--- src/hw/rtl/slsel_pkg.sv ---
`default_nettype none

package slsel_pkg;

  localparam int unsigned STORE_ENTRIES = 40;
  localparam int unsigned MAX_PER_LINE  = 10;
  localparam int unsigned STORE_BYTES   = STORE_ENTRIES * 4;

  localparam int unsigned ROW_W  = (STORE_ENTRIES > 1) ? $clog2(STORE_ENTRIES) : 1;
  localparam int unsigned SCAN_W = $clog2(STORE_ENTRIES + 1);
  localparam int unsigned IDX_W  = (MAX_PER_LINE > 1) ? $clog2(MAX_PER_LINE) : 1;
  localparam int unsigned CNT_W  = $clog2(MAX_PER_LINE + 1);
  localparam int unsigned SLOT_W = 6;

  localparam int unsigned LINE_BIAS    = 16;
  localparam int unsigned SHORT_HEIGHT = 8;
  localparam int unsigned TALL_HEIGHT  = 16;

  // request kinds carried on the input tuser
  localparam logic [1:0] KIND_WRITE = 2'd0;
  localparam logic [1:0] KIND_READ  = 2'd1;
  localparam logic [1:0] KIND_SCAN  = 2'd2;

  typedef struct packed {
    logic [7:0] flags;
    logic [7:0] tile;
    logic [7:0] x;
    logic [7:0] y;
  } entry_t;

  typedef struct packed {
    logic              clr;
    logic              ins;
    logic [7:0]        x;
    logic [SLOT_W-1:0] slot;
  } sort_req_t;

  typedef enum logic [2:0] {
    ST_IDLE,
    ST_RD_LOAD,
    ST_SCAN,
    ST_EMIT_RD,
    ST_EMIT_LOAD,
    ST_EMPTY
  } state_e;

endpackage

`default_nettype wire

--- src/hw/rtl/slsel_store.sv ---
`default_nettype none

module slsel_store (
  input  wire logic                       clk_i,
  input  wire logic                       rst_ni,
  input  wire logic                       wr_en_i,
  input  wire logic [slsel_pkg::ROW_W-1:0] wr_row_i,
  input  wire logic [1:0]                 wr_lane_i,
  input  wire logic [7:0]                 wr_byte_i,
  input  wire logic                       rd_en_i,
  input  wire logic [slsel_pkg::ROW_W-1:0] rd_row_i,
  output slsel_pkg::entry_t               rd_entry_o
);

  logic [3:0][7:0] mem_q [slsel_pkg::STORE_ENTRIES];
  logic [3:0]      vld_q [slsel_pkg::STORE_ENTRIES];
  logic [3:0][7:0] rd_data_q;
  logic [3:0]      rd_vld_q;
  logic [3:0][7:0] masked;

  always_ff @(posedge clk_i) begin
    if (wr_en_i) begin
      mem_q[wr_row_i][wr_lane_i] <= wr_byte_i;
    end
    if (rd_en_i) begin
      rd_data_q <= mem_q[rd_row_i];
    end
  end

  // per-byte written marks, unwritten bytes read as zero
  always_ff @(posedge clk_i or negedge rst_ni) begin
    if (!rst_ni) begin
      for (int i = 0; i < slsel_pkg::STORE_ENTRIES; i++) begin
        vld_q[i] <= 4'b0000;
      end
      rd_vld_q <= 4'b0000;
    end else begin
      if (wr_en_i) begin
        vld_q[wr_row_i][wr_lane_i] <= 1'b1;
      end
      if (rd_en_i) begin
        rd_vld_q <= vld_q[rd_row_i];
      end
    end
  end

  always_comb begin
    for (int j = 0; j < 4; j++) begin
      masked[j] = rd_vld_q[j] ? rd_data_q[j] : 8'h00;
    end
  end

  assign rd_entry_o = slsel_pkg::entry_t'(masked);

endmodule

`default_nettype wire

--- src/hw/rtl/slsel_sort.sv ---
`default_nettype none

module slsel_sort (
  input  wire logic                        clk_i,
  input  wire logic                        rst_ni,
  input  wire slsel_pkg::sort_req_t        req_i,
  input  wire logic [slsel_pkg::IDX_W-1:0] rd_idx_i,
  output logic [slsel_pkg::SLOT_W-1:0]     rd_slot_o,
  output logic [slsel_pkg::CNT_W-1:0]      cnt_o
);

  logic [7:0]                  x_q    [slsel_pkg::MAX_PER_LINE];
  logic [slsel_pkg::SLOT_W-1:0] slot_q [slsel_pkg::MAX_PER_LINE];
  logic [7:0]                  x_d    [slsel_pkg::MAX_PER_LINE];
  logic [slsel_pkg::SLOT_W-1:0] slot_d [slsel_pkg::MAX_PER_LINE];
  logic [7:0]                  x_prev [slsel_pkg::MAX_PER_LINE];
  logic [slsel_pkg::SLOT_W-1:0] slot_prev [slsel_pkg::MAX_PER_LINE];
  logic [slsel_pkg::MAX_PER_LINE-1:0] gt;
  logic [slsel_pkg::CNT_W-1:0] cnt_q, cnt_d;
  logic                        prev_gt;
  logic                        at_pt;

  // entries above the new x move up one place, equal x stays in front
  always_comb begin
    x_prev[0]    = 8'h00;
    slot_prev[0] = '0;
    for (int i = 1; i < slsel_pkg::MAX_PER_LINE; i++) begin
      x_prev[i]    = x_q[i-1];
      slot_prev[i] = slot_q[i-1];
    end
    for (int i = 0; i < slsel_pkg::MAX_PER_LINE; i++) begin
      gt[i] = (slsel_pkg::CNT_W'(i) < cnt_q) && (x_q[i] > req_i.x);
    end
    prev_gt = 1'b0;
    at_pt   = 1'b0;
    for (int i = 0; i < slsel_pkg::MAX_PER_LINE; i++) begin
      x_d[i]    = x_q[i];
      slot_d[i] = slot_q[i];
      at_pt = (slsel_pkg::CNT_W'(i) <= cnt_q) && ((slsel_pkg::CNT_W'(i) == cnt_q) || gt[i])
              && !prev_gt;
      if (req_i.ins) begin
        if (prev_gt) begin
          x_d[i]    = x_prev[i];
          slot_d[i] = slot_prev[i];
        end else if (at_pt) begin
          x_d[i]    = req_i.x;
          slot_d[i] = req_i.slot;
        end
      end
      prev_gt = gt[i];
    end
    if (req_i.clr) begin
      cnt_d = '0;
    end else if (req_i.ins) begin
      cnt_d = cnt_q + slsel_pkg::CNT_W'(1);
    end else begin
      cnt_d = cnt_q;
    end
  end

  always_ff @(posedge clk_i) begin
    for (int i = 0; i < slsel_pkg::MAX_PER_LINE; i++) begin
      x_q[i]    <= x_d[i];
      slot_q[i] <= slot_d[i];
    end
  end

  always_ff @(posedge clk_i or negedge rst_ni) begin
    if (!rst_ni) begin
      cnt_q <= '0;
    end else begin
      cnt_q <= cnt_d;
    end
  end

  assign rd_slot_o = slot_q[rd_idx_i];
  assign cnt_o     = cnt_q;

endmodule

`default_nettype wire

--- src/hw/rtl/sprite_line_selector_core.sv ---
`default_nettype none

// sprite line selector: 40-entry sprite attribute store with a per-line scan
//
// s_axis carries requests: tuser is the kind (write byte, read byte, scan
// line), tdata the offset, the byte to write and the line number. m_axis
// carries results: tuser is found, tlast marks the final result of a request.
// a write gives no result. a read gives one result via the store read and
// output registers. a scan walks all 40 entries, one memory read per cycle,
// keeping up to 10 hits in an insertion-sorted list ordered by x; it then
// re-reads each kept entry from the store (read state, then load state), or
// gives a single result with found clear when none hit. the store has a
// single read port; one request is in work at a time, and requests are
// taken again as soon as the last result sits in the output register. when
// the receiver stalls the output register holds and the emit sequence waits.
// reset clears the byte-written marks (the store reads as all zero), the
// list count and tall_sprites; no clearing pass is needed. the user must
// write tall_sprites (cfg_we_i) between requests; the block does not check.

module sprite_line_selector_core (
  input  wire logic        clk_i,
  input  wire logic        rst_ni,
  input  wire logic        cfg_we_i,
  input  wire logic        cfg_wdata_i,      // tall_sprites
  input  wire logic        s_axis_tvalid_i,
  output logic             s_axis_tready_o,
  input  wire logic [23:0] s_axis_tdata_i,   // store_offset, write_byte, line_number
  input  wire logic [1:0]  s_axis_tuser_i,   // kind
  output logic             m_axis_tvalid_o,
  input  wire logic        m_axis_tready_i,
  output logic [47:0]      m_axis_tdata_o,   // read_byte, entry_slot, sprite_y,
                                             // sprite_x, sprite_tile, sprite_flags
  output logic [0:0]       m_axis_tuser_o,   // found
  output logic             m_axis_tlast_o
);

  slsel_pkg::state_e state_q, state_d;

  logic tall_q;

  // request fields
  logic [1:0] in_kind;
  logic [7:0] in_off;
  logic [7:0] in_wbyte;
  logic [7:0] in_line;
  logic       in_fire;
  logic       in_range;

  // store ports
  logic                         wr_en;
  logic                         rd_en;
  logic [slsel_pkg::ROW_W-1:0]  rd_row;
  logic [slsel_pkg::ROW_W-1:0]  off_row;
  slsel_pkg::entry_t            rd_entry;

  // sorter
  slsel_pkg::sort_req_t         sort_req;
  logic [slsel_pkg::SLOT_W-1:0] sort_slot;
  logic [slsel_pkg::CNT_W-1:0]  sort_cnt;

  // sequencing registers
  logic [slsel_pkg::SCAN_W-1:0] scan_idx_q, scan_idx_d;
  logic                         pend_q, pend_d;
  logic [slsel_pkg::ROW_W-1:0]  pend_row_q, pend_row_d;
  logic [slsel_pkg::CNT_W-1:0]  emit_idx_q, emit_idx_d;
  logic [slsel_pkg::CNT_W-1:0]  emit_nxt;
  logic [1:0]                   lane_q, lane_d;
  logic                         oob_q, oob_d;
  logic [7:0]                   line_q, line_d;

  // scan hit test
  logic [8:0] target;
  logic [8:0] y_top;
  logic       hit;
  logic       scan_done;
  logic       emit_last;

  // output register
  logic                         out_free;
  logic                         out_load;
  logic                         out_vld_q;
  logic [7:0]                   out_rbyte_q, out_rbyte_d;
  logic                         out_found_q, out_found_d;
  logic [slsel_pkg::SLOT_W-1:0] out_slot_q, out_slot_d;
  slsel_pkg::entry_t            out_entry_q, out_entry_d;
  logic                         out_last_q, out_last_d;

  assign in_kind  = s_axis_tuser_i;
  assign in_off   = s_axis_tdata_i[7:0];
  assign in_wbyte = s_axis_tdata_i[15:8];
  assign in_line  = s_axis_tdata_i[23:16];
  assign in_fire  = s_axis_tvalid_i && s_axis_tready_o;
  assign in_range = {1'b0, in_off} < 9'(slsel_pkg::STORE_BYTES);
  assign off_row  = in_off[slsel_pkg::ROW_W+1:2];

  assign out_free = !out_vld_q || m_axis_tready_i;

  // y <= line + 16 < y + height, x nonzero
  assign target = {1'b0, line_q} + 9'(slsel_pkg::LINE_BIAS);
  assign y_top  = {1'b0, rd_entry.y} +
                  (tall_q ? 9'(slsel_pkg::TALL_HEIGHT) : 9'(slsel_pkg::SHORT_HEIGHT));
  assign hit    = (rd_entry.x != 8'h00) && (target >= {1'b0, rd_entry.y}) && (target < y_top);

  assign scan_done = (scan_idx_q == slsel_pkg::SCAN_W'(slsel_pkg::STORE_ENTRIES)) && pend_q;
  assign emit_nxt  = emit_idx_q + slsel_pkg::CNT_W'(1);
  assign emit_last = emit_nxt == sort_cnt;

  slsel_store u_store (
    .clk_i      (clk_i),
    .rst_ni     (rst_ni),
    .wr_en_i    (wr_en),
    .wr_row_i   (off_row),
    .wr_lane_i  (in_off[1:0]),
    .wr_byte_i  (in_wbyte),
    .rd_en_i    (rd_en),
    .rd_row_i   (rd_row),
    .rd_entry_o (rd_entry)
  );

  slsel_sort u_sort (
    .clk_i     (clk_i),
    .rst_ni    (rst_ni),
    .req_i     (sort_req),
    .rd_idx_i  (emit_idx_q[slsel_pkg::IDX_W-1:0]),
    .rd_slot_o (sort_slot),
    .cnt_o     (sort_cnt)
  );

  // next state
  always_comb begin
    state_d = state_q;
    unique case (state_q)
      slsel_pkg::ST_IDLE: begin
        if (in_fire && (in_kind == slsel_pkg::KIND_READ)) begin
          state_d = slsel_pkg::ST_RD_LOAD;
        end else if (in_fire && (in_kind == slsel_pkg::KIND_SCAN)) begin
          state_d = slsel_pkg::ST_SCAN;
        end
      end
      slsel_pkg::ST_RD_LOAD: begin
        if (out_free) begin
          state_d = slsel_pkg::ST_IDLE;
        end
      end
      slsel_pkg::ST_SCAN: begin
        if (scan_done) begin
          state_d = ((sort_cnt == '0) && !sort_req.ins) ? slsel_pkg::ST_EMPTY
                                                        : slsel_pkg::ST_EMIT_RD;
        end
      end
      slsel_pkg::ST_EMIT_RD: begin
        state_d = slsel_pkg::ST_EMIT_LOAD;
      end
      slsel_pkg::ST_EMIT_LOAD: begin
        if (out_free) begin
          state_d = emit_last ? slsel_pkg::ST_IDLE : slsel_pkg::ST_EMIT_RD;
        end
      end
      slsel_pkg::ST_EMPTY: begin
        if (out_free) begin
          state_d = slsel_pkg::ST_IDLE;
        end
      end
      default: state_d = slsel_pkg::ST_IDLE;
    endcase
  end

  // outputs of the sequencer
  always_comb begin
    s_axis_tready_o = 1'b0;
    wr_en           = 1'b0;
    rd_en           = 1'b0;
    rd_row          = off_row;
    sort_req.clr    = 1'b0;
    sort_req.ins    = 1'b0;
    sort_req.x      = rd_entry.x;
    sort_req.slot   = slsel_pkg::SLOT_W'(pend_row_q);
    out_load        = 1'b0;
    out_rbyte_d     = 8'h00;
    out_found_d     = 1'b0;
    out_slot_d      = '0;
    out_entry_d     = '0;
    out_last_d      = 1'b1;
    scan_idx_d      = scan_idx_q;
    pend_d          = 1'b0;
    pend_row_d      = pend_row_q;
    emit_idx_d      = emit_idx_q;
    lane_d          = lane_q;
    oob_d           = oob_q;
    line_d          = line_q;
    unique case (state_q)
      slsel_pkg::ST_IDLE: begin
        s_axis_tready_o = 1'b1;
        wr_en = in_fire && (in_kind == slsel_pkg::KIND_WRITE) && in_range;
        rd_en = in_fire && (in_kind == slsel_pkg::KIND_READ) && in_range;
        lane_d = in_off[1:0];
        oob_d  = !in_range;
        if (in_fire && (in_kind == slsel_pkg::KIND_SCAN)) begin
          sort_req.clr = 1'b1;
          scan_idx_d   = '0;
          line_d       = in_line;
          emit_idx_d   = '0;
        end
      end
      slsel_pkg::ST_RD_LOAD: begin
        out_load    = out_free;
        out_rbyte_d = oob_q ? 8'h00 : rd_entry[lane_q*8 +: 8];
      end
      slsel_pkg::ST_SCAN: begin
        if (scan_idx_q < slsel_pkg::SCAN_W'(slsel_pkg::STORE_ENTRIES)) begin
          rd_en      = 1'b1;
          rd_row     = scan_idx_q[slsel_pkg::ROW_W-1:0];
          scan_idx_d = scan_idx_q + slsel_pkg::SCAN_W'(1);
          pend_d     = 1'b1;
          pend_row_d = scan_idx_q[slsel_pkg::ROW_W-1:0];
        end
        // the list stops growing at its limit, later hits are dropped
        sort_req.ins = pend_q && hit &&
                       (sort_cnt < slsel_pkg::CNT_W'(slsel_pkg::MAX_PER_LINE));
      end
      slsel_pkg::ST_EMIT_RD: begin
        rd_en  = 1'b1;
        rd_row = sort_slot[slsel_pkg::ROW_W-1:0];
      end
      slsel_pkg::ST_EMIT_LOAD: begin
        out_load    = out_free;
        out_found_d = 1'b1;
        out_slot_d  = sort_slot;
        out_entry_d = rd_entry;
        out_last_d  = emit_last;
        if (out_free) begin
          emit_idx_d = emit_nxt;
        end
      end
      slsel_pkg::ST_EMPTY: begin
        out_load = out_free;
      end
      default: begin
      end
    endcase
  end

  always_ff @(posedge clk_i or negedge rst_ni) begin
    if (!rst_ni) begin
      state_q    <= slsel_pkg::ST_IDLE;
      tall_q     <= 1'b0;
      out_vld_q  <= 1'b0;
      pend_q     <= 1'b0;
      scan_idx_q <= '0;
      emit_idx_q <= '0;
    end else begin
      state_q    <= state_d;
      pend_q     <= pend_d;
      scan_idx_q <= scan_idx_d;
      emit_idx_q <= emit_idx_d;
      if (cfg_we_i) begin
        tall_q <= cfg_wdata_i;
      end
      if (out_load) begin
        out_vld_q <= 1'b1;
      end else if (m_axis_tready_i) begin
        out_vld_q <= 1'b0;
      end
    end
  end

  always_ff @(posedge clk_i) begin
    pend_row_q <= pend_row_d;
    lane_q     <= lane_d;
    oob_q      <= oob_d;
    line_q     <= line_d;
    if (out_load) begin
      out_rbyte_q <= out_rbyte_d;
      out_found_q <= out_found_d;
      out_slot_q  <= out_slot_d;
      out_entry_q <= out_entry_d;
      out_last_q  <= out_last_d;
    end
  end

  assign m_axis_tvalid_o = out_vld_q;
  assign m_axis_tdata_o  = {2'b00, out_entry_q.flags, out_entry_q.tile, out_entry_q.x,
                            out_entry_q.y, out_slot_q, out_rbyte_q};
  assign m_axis_tuser_o  = out_found_q;
  assign m_axis_tlast_o  = out_last_q;

`ifndef NO_ASSERTIONS
  a_list_bound : assert property (@(posedge clk_i) disable iff (!rst_ni)
    sort_cnt <= slsel_pkg::CNT_W'(slsel_pkg::MAX_PER_LINE))
    else $error("sprite list count above limit");

  a_port_excl : assert property (@(posedge clk_i) disable iff (!rst_ni)
    !(wr_en && rd_en))
    else $error("store write and read in the same cycle");

  a_found_slot : assert property (@(posedge clk_i) disable iff (!rst_ni)
    (m_axis_tvalid_o && m_axis_tuser_o[0]) |->
      (out_slot_q < slsel_pkg::SLOT_W'(slsel_pkg::STORE_ENTRIES)))
    else $error("found result carries a slot outside the store");

  a_empty_cnt : assert property (@(posedge clk_i) disable iff (!rst_ni)
    (state_q == slsel_pkg::ST_EMPTY) |-> (sort_cnt == '0))
    else $error("empty result with sprites kept");
`endif

endmodule

`default_nettype wire

--- config.mk ---
export PLATFORM = sky130hd
export DESIGN_NAME = sprite_line_selector_core
export DESIGN_NICKNAME = d
export VERILOG_FILES = /design/src/hw/rtl/slsel_pkg.sv /design/src/hw/rtl/slsel_store.sv /design/src/hw/rtl/slsel_sort.sv /design/src/hw/rtl/sprite_line_selector_core.sv
export SDC_FILE = /design/constraint.sdc
export NUM_CORES = 2
export LEC_CHECK = 0
export BUFFER_PORTS_ARGS = -buffer_cell sky130_fd_sc_hd__buf_4
export CORE_MARGIN = 2
export CORE_UTILIZATION = 24
export CTS_BUF_LIST = sky130_fd_sc_hd__clkbuf_4 sky130_fd_sc_hd__clkbuf_8 sky130_fd_sc_hd__clkbuf_16
export CTS_CLUSTER_SIZE = 40
export DETAILED_ROUTE_END_ITERATION = 8
export PLACE_DENSITY = 0.43
export SLEW_MARGIN = 10
export SYNTH_ARGS = -nofsm -noshare
export SYNTH_HDL_FRONTEND = slang
export SYNTH_SLANG_ARGS = --single-unit
--- constraint.sdc ---
create_clock -name clk_i -period 6.65 [get_ports clk_i]
set_clock_uncertainty 0.2 [all_clocks]
set_input_delay 1.33 -clock clk_i [delete_from_list [all_inputs] [get_ports clk_i]]
set_output_delay 1.33 -clock clk_i [all_outputs]
set_load 0.01 [all_outputs]
# Yosys cells after proc, flatten, opt, wreduce, memory -nomap -nowiden
# Memories as Yosys holds them, arrays and structs flattened. A register that Yosys moved wholly into a read port is not among the register bits.
# Index checks and enable logic that the tools add are counted.
# op_classes
addsub	5
n_lt_le_gt_ge	40
n_eq_ne	26
shifts	1
n_mux	104
bitwise	4
n_reduce_logical	83
# ops
operator	n
$mux 8	34
$mux 6	32
$or 160x160->160	1
$gt 8x8->1	10
$logic_and 1x1->1	43
$mux 32	1
$shiftx 32x6->8	1
$mux 4	7
$bmux 4 s6	1
$demux 4 s6	1
$pmux 6 s2	2
$mux 3	6
$demux 8 s2	1
$eq 3x4->1 const A	4
$le 3x4->1 const A	4
$lt 3x4->1 const A	4
$pmux 3 s5	1
$ge 7x7->1 const B	2
$not 6->7	2
$mux 1	13
$logic_not 1->1	12
$logic_or 1x1->1	11
$add 8x5->9	1
$add 8x5->9 const B	1
46 further kinds	68
# totals
regBits	249
ramBits	1420
in_bits	32
output_inout_bits	52
wordCells	326
n_memories	3
# memory_table
memory	words	word_bits	read_ports	rd_clocked_by_memory_dff	write_ports	line_no	rtl
u_store.mem_q	40	32	1	1	1	slsel_store.sv:15	logic [3:0][7:0] mem_q [slsel_pkg::STORE_ENTRIES];
u_sort.x_q	10	8	10	0	10	slsel_sort.sv:12	logic [7:0] x_q [slsel_pkg::MAX_PER_LINE];
u_sort.slot_q	10	6	10	0	10	slsel_sort.sv:13	logic [slsel_pkg::SLOT_W-1:0] slot_q [slsel_pkg::MAX_PER_LINE];

# Longest topological paths before layout
# logic_depth
word_depth	12
ltp_mapped	16
mapped_depth_nobuf	14

# Hierarchy
# Synthesis repeated with hierarchy kept, for this count alone.
# unflattened
hier_cells	3684
hier_area_um2	70277.4
# modules_own_cells
mod	n_inst	cells_each	area_each_um2	seq_area_each_um2
slsel_store	1	2760	57508.9	43501.7
slsel_sort	1	594	8570.7	4304.1
sprite_line_selector_core	1	330	4197.8	2352.3

# Worst setup path before layout
# OpenSTA, ideal clock, no wires.
# synth_path
path_type	in2reg
startpoint	input m_axis_tready_i
endpoint	register out_entry_q (netlist bit m_axis_tdata_o[14]), enable pin
setup_time_ns	0.513
arrival_ns	4.647
required_ns	5.937
slack_ns	1.290
stages	2
n_path_buf	0
path_cell_list	nor2b_1 -> nor3_1
# synth_between
elab_chain_cells	2
# synth_rtl
item	line_no	rtl
start: declaration	sprite_line_selector_core.sv:30	input wire logic m_axis_tready_i,
$logic_or 1x1->1	sprite_line_selector_core.sv:96	assign out_free = !out_vld_q || m_axis_tready_i;
$mux 1	sprite_line_selector_core.sv:191	unique case (state_q)
named net out_load	sprite_line_selector_core.sv:80	logic out_load;
end signal: assignment	sprite_line_selector_core.sv:276	out_entry_q <= out_entry_d;
end: declaration	sprite_line_selector_core.sv:85	slsel_pkg::entry_t out_entry_q, out_entry_d;
# The timed path passes the listed nets, and every way through them passes these cells.
# A chain may end at the register's enable or synchronous reset.

# Worst setup path after layout
# layout_path
startpoint	register emit_idx_q[0] (netlist name)
endpoint	register u_store.rd_data_q[3] (netlist name), read port of u_store.mem_q (data pin)
# layout_between
elab_chain_cells	2
# layout_rtl
item	line_no	rtl
start: declaration	sprite_line_selector_core.sv:65	logic [slsel_pkg::CNT_W-1:0] emit_idx_q, emit_idx_d;
start signal: assignment	sprite_line_selector_core.sv:255	emit_idx_q <= emit_idx_d;
$mem_v2 10x6	-	
$pmux 6 s2	sprite_line_selector_core.sv:191	
end: declaration	slsel_store.sv:17	logic [3:0][7:0] rd_data_q;
# Every way passes these cells.

==> summary.txt <==
CTS
  • Clk buf depth: 3
  • CTS tree: yes
  • Root Buffer: clkbuf_16
  • Clock slew at reported path FFs: 0.06 ns
  • CTS hold repair buffers: 0
  • Worst-skew pair later-pin latency: 0.84 ns
  • Inserted Clock Buffers: 190
  • CTS Sinks: 1701
  • Post-CTS setup repair buffer count: 0
  • PostCTS Resize Cnt: 0
  • Number of H-tree levels: 4

Power and ir drop
  • Maximum vdd drop: 0.289 mV
  • Pwr per Cell Area: 395 nW/um^2
  • Pleak: 30.1 nW

Timing
  • Final Max Tran Viols: 0
  • Max transition margin: 16.8%
  • Slew @ Worst Pin: 1.24 ns
  • RSZ-0062 raised after global routing: false
  • Post-route setup TNS: 0 ns
  • Setup violators final: 0
  • Setup WS post-layout: 1.32 ns
  • Period utilization: 80.1%
  • Final Hold Fails: 0
  • Minimum clock period: 5.33 ns
  • Fmax: 0.188 GHz

Route
  • DR vias: 44590
  • DR iter-0 viols: 4030
  • Post-route antenna net violation count: 0
  • Drc violations: 0
  • Wire length per cell: 23.5 microns
  • Met3 WL: 15000 microns
  • Max layer used: met5
  • WL final: 227000 microns
  • Met2 Routed Length: 100000 microns
  • Wire length on met1: 106000 microns
  • Drt first pass iters: 5
  • Via density: 4.62

GRT
  • Vias in the first global route: 43601
  • Largest net degree at the start of global routing: 161
  • GRT overflow: 0
  • Tot GR Track Use: 14.7%
  • Initial antenna violation count: 21
  • Global-route wire length before repair: 326000 microns

Worst setup path
  • Critical Path, Cell by Cell: buf_4 -> mux2_1 -> a211o_1 -> o221ai_2 -> nor2_4 -> buf_4 -> buf_4 -> nand2_1 -> nand3_1 -> and3_1 -> o21ai_0 -> a211oi_1
  • CP required: 6.99 ns
  • Top cell family by delay on the critical path: simple AND/OR/NAND/NOR gates
  • Critical Path Max Stage Delay: 0.98 ns
  • Crit-path max FO: 42
  • Crit path top cell by count: buf_4
  • CP bufs+invs: 3
  • Cell count along the critical path: 12
  • Crit. End Element: flip-flop
  • CP max-delay cell: dfrtp_1
  • Critical Path Start Type: flip-flop
  • Setup CP Type: reg2reg
  • Crit path arrival time: 5.67 ns
  • FF-to-FF path depth: 12

Synthesis
  • Top_reg_cell synth: edfxtp_1
  • Number of synthesized flops with an enable pin: 1517
  • Unique cell type count in the Yosys netlist: 74
  • Synth Warn #: 0
  • Mean post-synth cell area: 13.0 sq um
  • Sequential fraction of the synthesis area: 70.3%
  • Ys async rst share: 10.8%
  • Synthesized area: 71300 sq um
  • Synth Instances: 5466
  • Post-synthesis register bit count: 1701

Floorplanning
  • Starting density of the core: 24.1%
  • IO Count: 84
  • Die area: 302000 sq um
  • Rows: 200
  • Area of the core: 296000 sq um
  • Die height: 549 microns
  • Die width: 549 microns

Outcome
  • Status: completed

Place
  • GPL Wtd Cong: 0.824
  • # port buffers: 81
  • Dpl hpwl: 140000 microns
  • Placed cells: 9282
  • Pre-CTS WS: 1.34 ns

Finish
  • Area Growth Syn to Fin: 16.8%
  • Post-route insts no fill: 9643
  • Final #Nets: 5671
  • Commonest non-fill, non-tap cell in the layout: edfxtp_1
  • Most frequent cells in the layout: 1517 x edfxtp_1, 1207 x nand2_1, 502 x nand3_1
  • Ratio of cells with drive above 1 in the final layout: 14.8%

Job
  • Max-cap violations: 0

Min path
  • Hold depth: 1
  • Hold WC Path Type: reg2reg
## per-stage QoR
step	instance area (sq um)	hold WS [ns]	utilization [%]	total power, mW
5_1_grt	83300	0.275	28.1	34.4
3_3_place_gp	76800	0.246	25.9	22.5
3_5_place_dp	76800	0.247	25.9	22.5
4_1_cts	83300	0.262	28.1	33.3
2_1_floorplan	71300	0.234	-	18.4
6_report	83300	0.262	28.1	32.9
## cell type report
class / count / area [sq um]
multi-input combinational: 3385 / 19700
inverter: 46 / 173
clock inverter: 90 / 901
clock buffer: 269 / 5540
timing repair buffer: 211 / 1850
fill: 30240 / 213000
tap: 3939 / 4930
sequential: 1701 / 50200
antenna: 2 / 5.00
## logic make-up after synthesis
family	synth area share, %
other	0.00526
adders and majority gates	1.84
AOI/OAI and AO/OA	4.83
muxes	5.04
DFF	70.3
buffers and inverters	2.21
and+or+nand+nor	15.6
xor gates and xnor gates	0.147
## flip-flops by register name, indices dropped and copies added (netlist names), 2 cells and up
name,cells
u_store.rd_data_q,32
scan_idx_q,6
u_sort.x_q,80
pend_row_q,6
emit_idx_q,4
state_q,3
u_store.vld_q,160
u_sort.slot_q,60
u_store.mem_q,1280
out_slot_q,6
out_rbyte_q,8
u_store.rd_vld_q,4
m_axis_tdata_o,32
u_sort.cnt_o,4
line_q,8
lane_q,2
## cells in the mapped netlist, drive strengths merged, types with 27 or more instances
cell	number	share of area, %
a211oi	127	1.3
nor2	255	1.4
or2	161	1.4
mux2	88	1.4
nor4	35	0.31
clkbuf	211	1.1
a21oi	40	0.28
inv	45	0.24
ha	103	1.8
a31oi	27	0.24
dfrtp	184	6.5
nand3	502	3.5
edfxtp	1517	64
a32o	32	0.45
nand2	1213	6.4
a311oi	64	0.79
and3	202	1.8
o21ai	111	0.78
buf	124	0.86
mux2i	217	3.0
## layer usage
metal / vias up / GRT usage (%)
met2: 1293 / 22.5
met5: - / 0
met4: 10 / 3.55
met1: 22769 / 21.2
li1: 20226 / -
met3: 292 / 3.08
## worst register-to-register path, stage by stage, from the launching register on
cell and delay, ns:
dfrtp_1 0.98, buf_4 0.34, mux2_1 0.22, a211o_1 0.16, o221ai_2 0.14, nor2_4 0.76
buf_4 0.40, buf_4 0.48, nand2_1 0.12, nand3_1 0.11, and3_1 0.26, o21ai_0 0.16
a211oi_1 0.70
## final timing paths
check	start	endpoint	slack [ns]
max reg2reg	emit_idx_q[0]$_DFFE_PN0P_	u_store.rd_data_q[3]$_DFFE_PP_	1.32
max in group asynchronous	rst_ni	u_store.vld_q[157]$_DFFE_PN0P_	4.29
min in group asynchronous	rst_ni	u_sort.cnt_o[3]$_DFFE_PN0P_	0.30
max	emit_idx_q[0]$_DFFE_PN0P_	u_store.rd_data_q[3]$_DFFE_PP_	1.32
min reg2reg	u_store.vld_q[104]$_DFFE_PN0P_	u_store.vld_q[104]$_DFFE_PN0P_	0.26
min	u_store.vld_q[104]$_DFFE_PN0P_	u_store.vld_q[104]$_DFFE_PN0P_	0.26
## report_power, final
| group | internal (mW) | switching [mW] |
|---|---|---|
| Sequential | 12.1 | 0.470 |
| Combinational | 3.02 | 6.58 |
| Clock | 6.26 | 4.46 |
No activity file was read; power rests on OpenSTA's default activity.
